### src/mrws_pkg.sv
`default_nettype none
package mrws_pkg;

	typedef enum logic [3:0] {
		ST_LOAD,
		ST_PAIR,
		ST_RD,
		ST_WAIT,
		ST_CHK,
		ST_NEXT,
		ST_DELAY,
		ST_FIN,
		ST_OUT
	} state_t;

	localparam logic [1:0] REG_RADIUS = 2'd0;
	localparam logic [1:0] REG_MARGIN = 2'd1;

	typedef struct packed {
		logic pair_start;
		logic rd_issue;
		logic inner_next;
		logic add_delay;
		logic mark_clean;
		logic pair_advance;
		logic solve_init;
		logic finish;
		logic out_load;
	} cmd_t;

	typedef struct packed {
		logic last_pair_idx;
		logic pair_is_clean;
		logic empty_pair;
		logic hit;
		logic scan_done;
		logic cap_hit;
		logic all_clean;
	} sts_t;

	function automatic logic [1:0] pair_a(input logic [1:0] p);
		case (p)
			2'd0: pair_a = 2'd0;
			2'd1: pair_a = 2'd1;
			default: pair_a = 2'd0;
		endcase
	endfunction

	function automatic logic [1:0] pair_b(input logic [1:0] p);
		case (p)
			2'd0: pair_b = 2'd1;
			default: pair_b = 2'd2;
		endcase
	endfunction

	function automatic logic [1:0] clr_a(input logic [1:0] p);
		case (p)
			2'd0: clr_a = 2'd2;
			default: clr_a = 2'd0;
		endcase
	endfunction

	function automatic logic [1:0] clr_b(input logic [1:0] p);
		case (p)
			2'd1: clr_b = 2'd2;
			default: clr_b = 2'd1;
		endcase
	endfunction

endpackage
`default_nettype wire

### src/mrws_ctrl.sv
`default_nettype none
module mrws_ctrl (
	input  wire logic           clk,
	input  wire logic           arst_n,
	input  wire logic           solve_go,
	input  wire logic           out_taken,
	input  wire mrws_pkg::sts_t sts,
	output mrws_pkg::state_t    state,
	output mrws_pkg::cmd_t      cmd
);
	mrws_pkg::state_t state_q, state_d;

	always_ff @(posedge clk or negedge arst_n) begin
		if (!arst_n) state_q <= mrws_pkg::ST_LOAD;
		else state_q <= state_d;
	end

	assign state = state_q;

	always_comb begin
		state_d = state_q;
		case (state_q)
			mrws_pkg::ST_LOAD:  if (solve_go) state_d = mrws_pkg::ST_PAIR;
			mrws_pkg::ST_PAIR: begin
				if (sts.pair_is_clean) state_d = mrws_pkg::ST_NEXT;
				else if (sts.empty_pair) state_d = mrws_pkg::ST_NEXT;
				else state_d = mrws_pkg::ST_RD;
			end
			mrws_pkg::ST_RD:    state_d = mrws_pkg::ST_WAIT;
			mrws_pkg::ST_WAIT:  state_d = mrws_pkg::ST_CHK;
			mrws_pkg::ST_CHK: begin
				if (sts.hit) state_d = sts.cap_hit ? mrws_pkg::ST_FIN : mrws_pkg::ST_DELAY;
				else if (sts.scan_done) state_d = mrws_pkg::ST_NEXT;
				else state_d = mrws_pkg::ST_RD;
			end
			mrws_pkg::ST_DELAY: state_d = mrws_pkg::ST_PAIR;
			mrws_pkg::ST_NEXT: begin
				if (sts.last_pair_idx)
					state_d = sts.all_clean ? mrws_pkg::ST_FIN : mrws_pkg::ST_PAIR;
				else state_d = mrws_pkg::ST_PAIR;
			end
			mrws_pkg::ST_FIN:   state_d = mrws_pkg::ST_OUT;
			mrws_pkg::ST_OUT:   if (out_taken) state_d = mrws_pkg::ST_LOAD;
			default:            state_d = mrws_pkg::ST_LOAD;
		endcase
	end

	always_comb begin
		cmd = '0;
		case (state_q)
			mrws_pkg::ST_LOAD:  cmd.solve_init = solve_go;
			mrws_pkg::ST_PAIR:  cmd.pair_start = 1'b1;
			mrws_pkg::ST_RD:    cmd.rd_issue = 1'b1;
			mrws_pkg::ST_CHK: begin
				cmd.inner_next = !sts.hit && !sts.scan_done;
				cmd.mark_clean = !sts.hit && sts.scan_done;
				cmd.finish = sts.hit && sts.cap_hit;
			end
			mrws_pkg::ST_DELAY: cmd.add_delay = 1'b1;
			mrws_pkg::ST_NEXT:  cmd.pair_advance = 1'b1;
			mrws_pkg::ST_FIN:   cmd.out_load = 1'b1;
			default:            cmd = '0;
		endcase
	end
endmodule
`default_nettype wire

### config.mk
export PLATFORM = sky130hd
export DESIGN_NAME = mrws_ctrl
export DESIGN_NICKNAME = d
export VERILOG_FILES = /design/src/mrws_pkg.sv /design/src/mrws_ctrl.sv
export SDC_FILE = /design/constraint.sdc
export NUM_CORES = 1
export LEC_CHECK = 0
export ABC_CLOCK_PERIOD_IN_PS = 2480
export BUFFER_PORTS_ARGS = -buffer_cell sky130_fd_sc_hd__buf_2
export CORE_AREA = 2 2 39 41
export CTS_CLUSTER_SIZE = 30
export DETAILED_ROUTE_END_ITERATION = 16
export DIE_AREA = 0 0 41 43
export HOLD_SLACK_MARGIN = 0.08
export RECOVER_POWER = 50
export REMOVE_ABC_BUFFERS = 1
export SETUP_SLACK_MARGIN = 0.2
export SYNTH_ARGS = -nofsm -noshare
export SYNTH_HDL_FRONTEND = slang
export SYNTH_SLANG_ARGS = --single-unit
### constraint.sdc
create_clock -name clk -period 2.48 [get_ports clk]
set_clock_uncertainty 0.1 [all_clocks]
set_input_delay 0.744 -clock clk [delete_from_list [all_inputs] [get_ports clk]]
set_output_delay 0.744 -clock clk [all_outputs]
set_load 0.03 [all_outputs]
Word-level counts from Yosys, hierarchy flattened. Index checks and enable logic that the tools add are counted.

Bits in registers: 4. Output and inout bits: 13.

Equal/unequal tests: 10. Reduce and logical (&&, ||, !) cells: 7. Mux-type cells: 19.

Operators by type and width (count): $pmux 4 s9 (1); $mux 3 (6); $eq 4x3->1 const B (4); $mux 1 (10); $eq 4x2->1 const B (2); $mux 4 (2); $eq 4x1->1 const B (1); $eq 4x4->1 const B (1); $logic_not 4->1 (1); $ne 2x2->1 const B (2); $logic_and 1x1->1 (3); $logic_not 1->1 (2); $reduce_and 2->1 (1).

Depth between registers and ports, before layout. Gate-level depths: netlist (run 1).

Depth in word-level cells: 3. Depth in mapped cells: 4. Mapped depth without buffers: 3.

Worst setup path after synthesis (run 1). OpenSTA, ideal clock, no wires.

Path kind: register -> output. Start: register state_q[3], in the netlist state[3]. End: output port cmd[6] (netlist bit). Buffers on the path: 1. Arrival time: 1.885 ns. Slack: -0.249 ns. Stages on the path, launching flop included: 4. Cells stage by stage: dfrtp_1 -> buf_6 -> or4b_4 -> nor3_1.

RTL lines: start: declaration (line mrws_ctrl.sv:11) `mrws_pkg::state_t state_q, state_d;`; start signal: assignment (line mrws_ctrl.sv:14) `if (!arst_n) state_q <= mrws_pkg::ST_LOAD;`; start signal: assignment (line mrws_ctrl.sv:15) `else state_q <= state_d;`; end: declaration (line mrws_ctrl.sv:9) `output mrws_pkg::cmd_t cmd`.

==> flow_summary.json, run 1 <==
{
  "regToRegSetupSlack_ps": 860,
  "synth_cell_types": 25,
  "floorplan.initialDensity": 0.257,
  "vertical_die_dimension_um": 43,
  "max_slew.worst_pin.slew_ps": 359,
  "cts.root.buffer_cell": "clkbuf_4",
  "outcome": "finished, final reports clean",
  "fin_crit_ps": 2330,
  "layout.cells.most_common": "buf_2",
  "fin_crit_sh": 0.940,
  "clkLatencyLatePin_ps": 230,
  "globalRouteOverflowTotal": 0,
  "placement_rows": 14,
  "global_placer_s_final_weighted_congestion": 0.833,
  "timing.max_slew.rel_slack": 0.762,
  "cellPowerDensity_nw_per_um2": 1250,
  "clock_tree.buffer_depth": 2,
  "grt_use_total": 0.143,
  "ys_warns": 0,
  "design_area_um2": 548,
  "crit_fanout": 5,
  "placeableCoreArea_um2": 1380,
  "rsz0062_at_grt": "true",
  "detailedRoute.firstIterationViolations": 5,
  "timing_worst_setup_path_type": "flop to output port",
  "cts_tree": "done",
  "placed_cells": 84,
  "max_stage_delay_ps": 550,
  "report.final.setup_viol": 0,
  "dp_hpwl_um": 739,
  "power.ir.vdd_worst_uv": 578,
  "count_of_flip_flops_with_a_built_in_enable_after_synthesis": 0,
  "synth.largest_area_cell": "dfrtp_1",
  "postSynthRegisterBits": 4,
  "grt_start_max_net_pins": 16,
  "synth-main-ff-cell": "dfrtp_1",
  "leakagePower_nw": 0.266,
  "clkSinkCount": 4,
  "max_reg_flops": 4,
  "numCtsBuffers": 3,
  "placement.io_buffers": 23,
  "grt_pass1_vias": 397,
  "synth.top_cells.by_area": "dfrtp_1 (28%), nor2_1 (9.5%), nand2b_1 (7.0%)",
  "layout_common_cells": "buf_2 (15), buf_4 (8), nor2_1 (7), nand2b_1 (4), clkbuf_4 (4)",
  "hold_path_class": "input port to asynchronous set/reset pin",
  "antenna_violating_nets_left": 0,
  "hold_buffers": 0,
  "n_antenna_cell": 0,
  "proportion_of_layout_cells_with_a_drive_suffix_above_1": 0.507,
  "flow.area_growth_from_synthesis_pct": 54.2,
  "route.vias.total": 445,
  "max_freq_ghz": 0.429,
  "avg_vias_per_cell": 5.00,
  "synth_cells": 45,
  "yosysTopAreaCellShare": 0.282,
  "timing.critical_path.to_type": "output port",
  "routed_wirelength_mm": 1.03,
  "cp-start-kind": "flop",
  "cp_cell_sequence": "or4b_4 > nor3_2 > buf_4",
  "io-pin-count": 24,
  "worst_hold_slack_ps": 232,
  "drt-wirelength-per-cell_um": 11.6,
  "placed_instance_area_um2": 490,
  "critical_path_required_ps": 1640,
  "finalHoldViolCount": 0,
  "global_route_wire_length_before_repair_mm": 1.73,
  "cts.htree.levels": 1,
  "layout.cells.non_filler": 89,
  "first_pass_iters": 2,
  "drc_errors": 0,
  "critical-path-slowest-cell": "or4b_4",
  "maxSlewViolCount": 0,
  "clk_pin_slew_worst_paths_ps": 40,
  "synthArstFlopShare": 1.00,
  "maxCapViolCount": 0,
  "part_of_the_yosys_area_used_for_sequential_elements": 0.282,
  "antenna_violations_before_repair": 0,
  "avgSynthCellArea_um2": 7.90,
  "num-nets-final": 86,
  "worstPathArrival_ps": 1490,
  "die_width_um": 41,
  "floorplan.die_area_um2": 1760,
  "synth_area_um2": 355
}
-- logic make-up (layout without fill, tap and decap cells) --
group	Yosys count	in the layout	synth area share
AOI/OAI and AO/OA	10	10	0.239
buffers and inverters	4	32	0.0634
DFF	4	4	0.282
and+or+nand+nor	27	27	0.415
-- area by class of cell --
type | instances | area, um2
repair buffers | 27 | 154
inverters | 2 | 7.51
well taps | 16 | 20.0
clock buffers | 3 | 22.5
multi-input cells | 37 | 241
fillers | 149 | 836
flip-flops and latches | 4 | 103
-- cells in the mapped netlist (2+ instances only) --
| cell type | instances |
|---|---|
| nor2_1 | 9 |
| inv_1 | 2 |
| nand2_1 | 3 |
| dfrtp_1 | 4 |
| nor3_1 | 4 |
| nand2b_1 | 4 |
-- power breakdown --
group	total, mW	internal (mW)	switching (mW)
Sequential	0.111	0.0954	0.0158
Combinational	0.494	0.181	0.313
Clock	0.0807	0.0541	0.0265
-- worst max-delay path: cells and delay by family (launching register included) --
family / cells / cell delay, ps
buffers and inverters: 1 / 180
flip-flops: 1 / 400
AND/OR/NAND/NOR: 2 / 670
-- worst paths after layout --
check | endpoint | cells past startpoint | start
setup / recovery | cmd[6] | 3 | state[1]
hold / removal | state[2] | 1 | arst_n
setup reg to reg | state[0] | 3 | state[1]
hold reg to reg | state[2] | 2 | state[3]
max in group asynchronous | state[0] | 1 | arst_n
min in group clk | state[2] | 2 | state[3]
-- layer usage --
metal	GRT usage	vias up	routed length [um]
met5	0	-	0
met4	0.0200	0	0
met3	0.0628	0	102
met2	0.184	24	435
met1	0.221	202	493
li1	-	219	-
-- metrics by stage --
step | power (mW) | utilization | setup WS [ps] | setup TNS, ps
2_1_floorplan | 0.433 | - | -258 | -306
3_3_place_gp | 0.564 | 0.354 | 295 | 0
3_5_place_dp | 0.563 | 0.354 | 268 | 0
4_1_cts | 0.678 | 0.392 | 143 | 0
5_1_grt | 0.739 | 0.396 | 106 | 0
6_report | 0.686 | 0.396 | 149 | 0
-- repair_timing --
action	CTS	global route
cloned	0	0
setup endpoints to repair	3	6
buffers inserted	2	0
pin swaps	1	0
gates resized for setup	6	5
Note: power is estimated with default switching activity, not from simulation.
==> inputs of run 2 (changes only) <==
REMOVE_ABC_BUFFERS = not set   (was 1)
==> flow_summary.json, run 2 (synthesized netlist as in run 1, its figures left out) <==
{
  "placed_cells": 85,
  "grtUsageMet2": 0.231,
  "layout_common_cells": "buf_2 (15), nor2_1 (7), clkbuf_1 (6), nand2b_1 (4), buf_4 (4)",
  "cp-start-kind": "flop",
  "drc_errors": 0,
  "outcome": "finished, final reports clean",
  "placeableCoreArea_um2": 1380,
  "placement_rows": 14,
  "maxSlewViolCount": 0,
  "detailedRoute.firstIterationViolations": 2,
  "clock_tree.buffer_depth": 2,
  "hold_buffers": 0,
  "num-nets-final": 87,
  "grt_use_total": 0.147,
  "worstReg2RegStart": "state[3]",
  "grt_pass1_vias": 408,
  "drt-wirelength-per-cell_um": 11.9,
  "fin_crit_sh": 0.959,
  "maxCapViolCount": 0,
  "postSynthNetCount": 56,
  "power.ir.vdd_worst_uv": 385,
  "worst-r2r-cell-count": 4,
  "floorplan.die_area_um2": 1760,
  "global_placer_s_final_weighted_congestion": 0.729,
  "worstPathArrival_ps": 1530,
  "cts_tree": "done",
  "finalHoldViolCount": 0,
  "clk_pin_slew_worst_paths_ps": 40,
  "io-pin-count": 24,
  "floorplan.initialDensity": 0.257,
  "cts.root.buffer_cell": "clkbuf_4",
  "routed_wirelength_mm": 1.07,
  "setup.worst_path.end": "cmd[6]",
  "route.vias.total": 454,
  "avg_vias_per_cell": 5.04,
  "vertical_die_dimension_um": 43,
  "highest_utilization_routing_layer_at_the_global_route_stage": "met2",
  "flow.area_growth_from_synthesis_pct": 63.0,
  "first_pass_iters": 4,
  "cts.htree.levels": 1,
  "setup-tns-final_ps": 0,
  "rsz0062_at_grt": "true",
  "hold_path_class": "input port to asynchronous set/reset pin",
  "worst_hold_slack_ps": 226,
  "clkLatencyLatePin_ps": 240,
  "antenna_violating_nets_left": 0,
  "crit_fanout": 5,
  "globalRouteOverflowTotal": 0,
  "layout.cells.non_filler": 90,
  "placement.io_buffers": 23,
  "grt_start_max_net_pins": 16,
  "timing.max_slew.rel_slack": 0.686,
  "critical_path_required_ps": 1640,
  "clkSinkCount": 4,
  "antenna_violations_before_repair": 0,
  "report.final.setup_viol": 0,
  "crit_path_start": "state[3]",
  "max_reg_flops": 4,
  "global_route_wire_length_before_repair_mm": 1.66,
  "gr-usage-met3": 0.0314,
  "leakagePower_nw": 0.268,
  "nFillCells": 140,
  "max_freq_ghz": 0.421,
  "max_slew.worst_pin.slew_ps": 470,
  "timing.critical_path.to_type": "output port",
  "r2r-end": "state[0]",
  "layout.cells.most_common": "buf_2",
  "numCtsBuffers": 3,
  "regToRegSetupSlack_ps": 790,
  "post-route-util": 0.419,
  "cellPowerDensity_nw_per_um2": 1220,
  "fin_crit_ps": 2380,
  "gr-usage-met1": 0.167,
  "die_width_um": 41,
  "proportion_of_layout_cells_with_a_drive_suffix_above_1": 0.500,
  "dp_hpwl_um": 787,
  "timing_worst_setup_path_type": "flop to output port",
  "n_antenna_cell": 0
}
run 2: cell types whose count changed in the layout (fill, tap and decap cells not counted), sizes merged:
cell,before,now
buf,23,22
clkbuf,7,9
run 2: where the power goes:
part           total, mW  internal [mW]  switching (mW)
Sequential         0.110         0.0959          0.0139
Combinational      0.515          0.189           0.326
Clock             0.0824         0.0542          0.0283
Total              0.707          0.339           0.368
run 2: area by class of cell:
type,instances,area [um2],share of cell area
Clock buffer,3,22.5,0.0389
Tap cell,16,20.0,0.0346
Inverter,2,7.51,0.0130
Multi-Input combinational cell,37,264,0.456
Sequential cell,4,104,0.179
Timing Repair Buffer,28,161,0.279
run 2: metrics by stage:
stage          power, mW  area (um2)  worst slack (ps)
6_report           0.707         579               102
5_1_grt            0.755         579              69.0
4_1_cts            0.703         584               100
3_5_place_dp       0.593         527               184
3_3_place_gp       0.594         527               193
2_1_floorplan      0.462         384               106
run 2: metal layers:
layer  vias to the layer above  share of wire
met5                         -              0
met4                         0          0.032
met3                         5          0.086
met2                        19           0.49
met1                       201           0.39
li1                        229              -
run 2: worst min-delay path by stage:
stage	slack, ps	to	start	depth (start not counted)
CTS	200	state[0]	arst_n	1
detailed placement	450	state[2]	arst_n	1
floorplan	350	state[0]	arst_n	0
global placement	460	state[2]	arst_n	1
global route	260	state[0]	arst_n	1
finish	230	state[0]	arst_n	1
run 2: repair_timing:
item                                   in CTS  in global routing
pin swaps                                   4                  2
gates cloned                                0                  0
setup buffers                               2                  0
endpoints found under the hold margin       0                  0
gates resized for setup                     7                  2
setup endpoints to repair                   3                  4
run 2: critical path: stages (launching register included):
cell and delay, ps:
dfrtp_2 390, or4b_4 610, nor3_4 140, buf_6 150
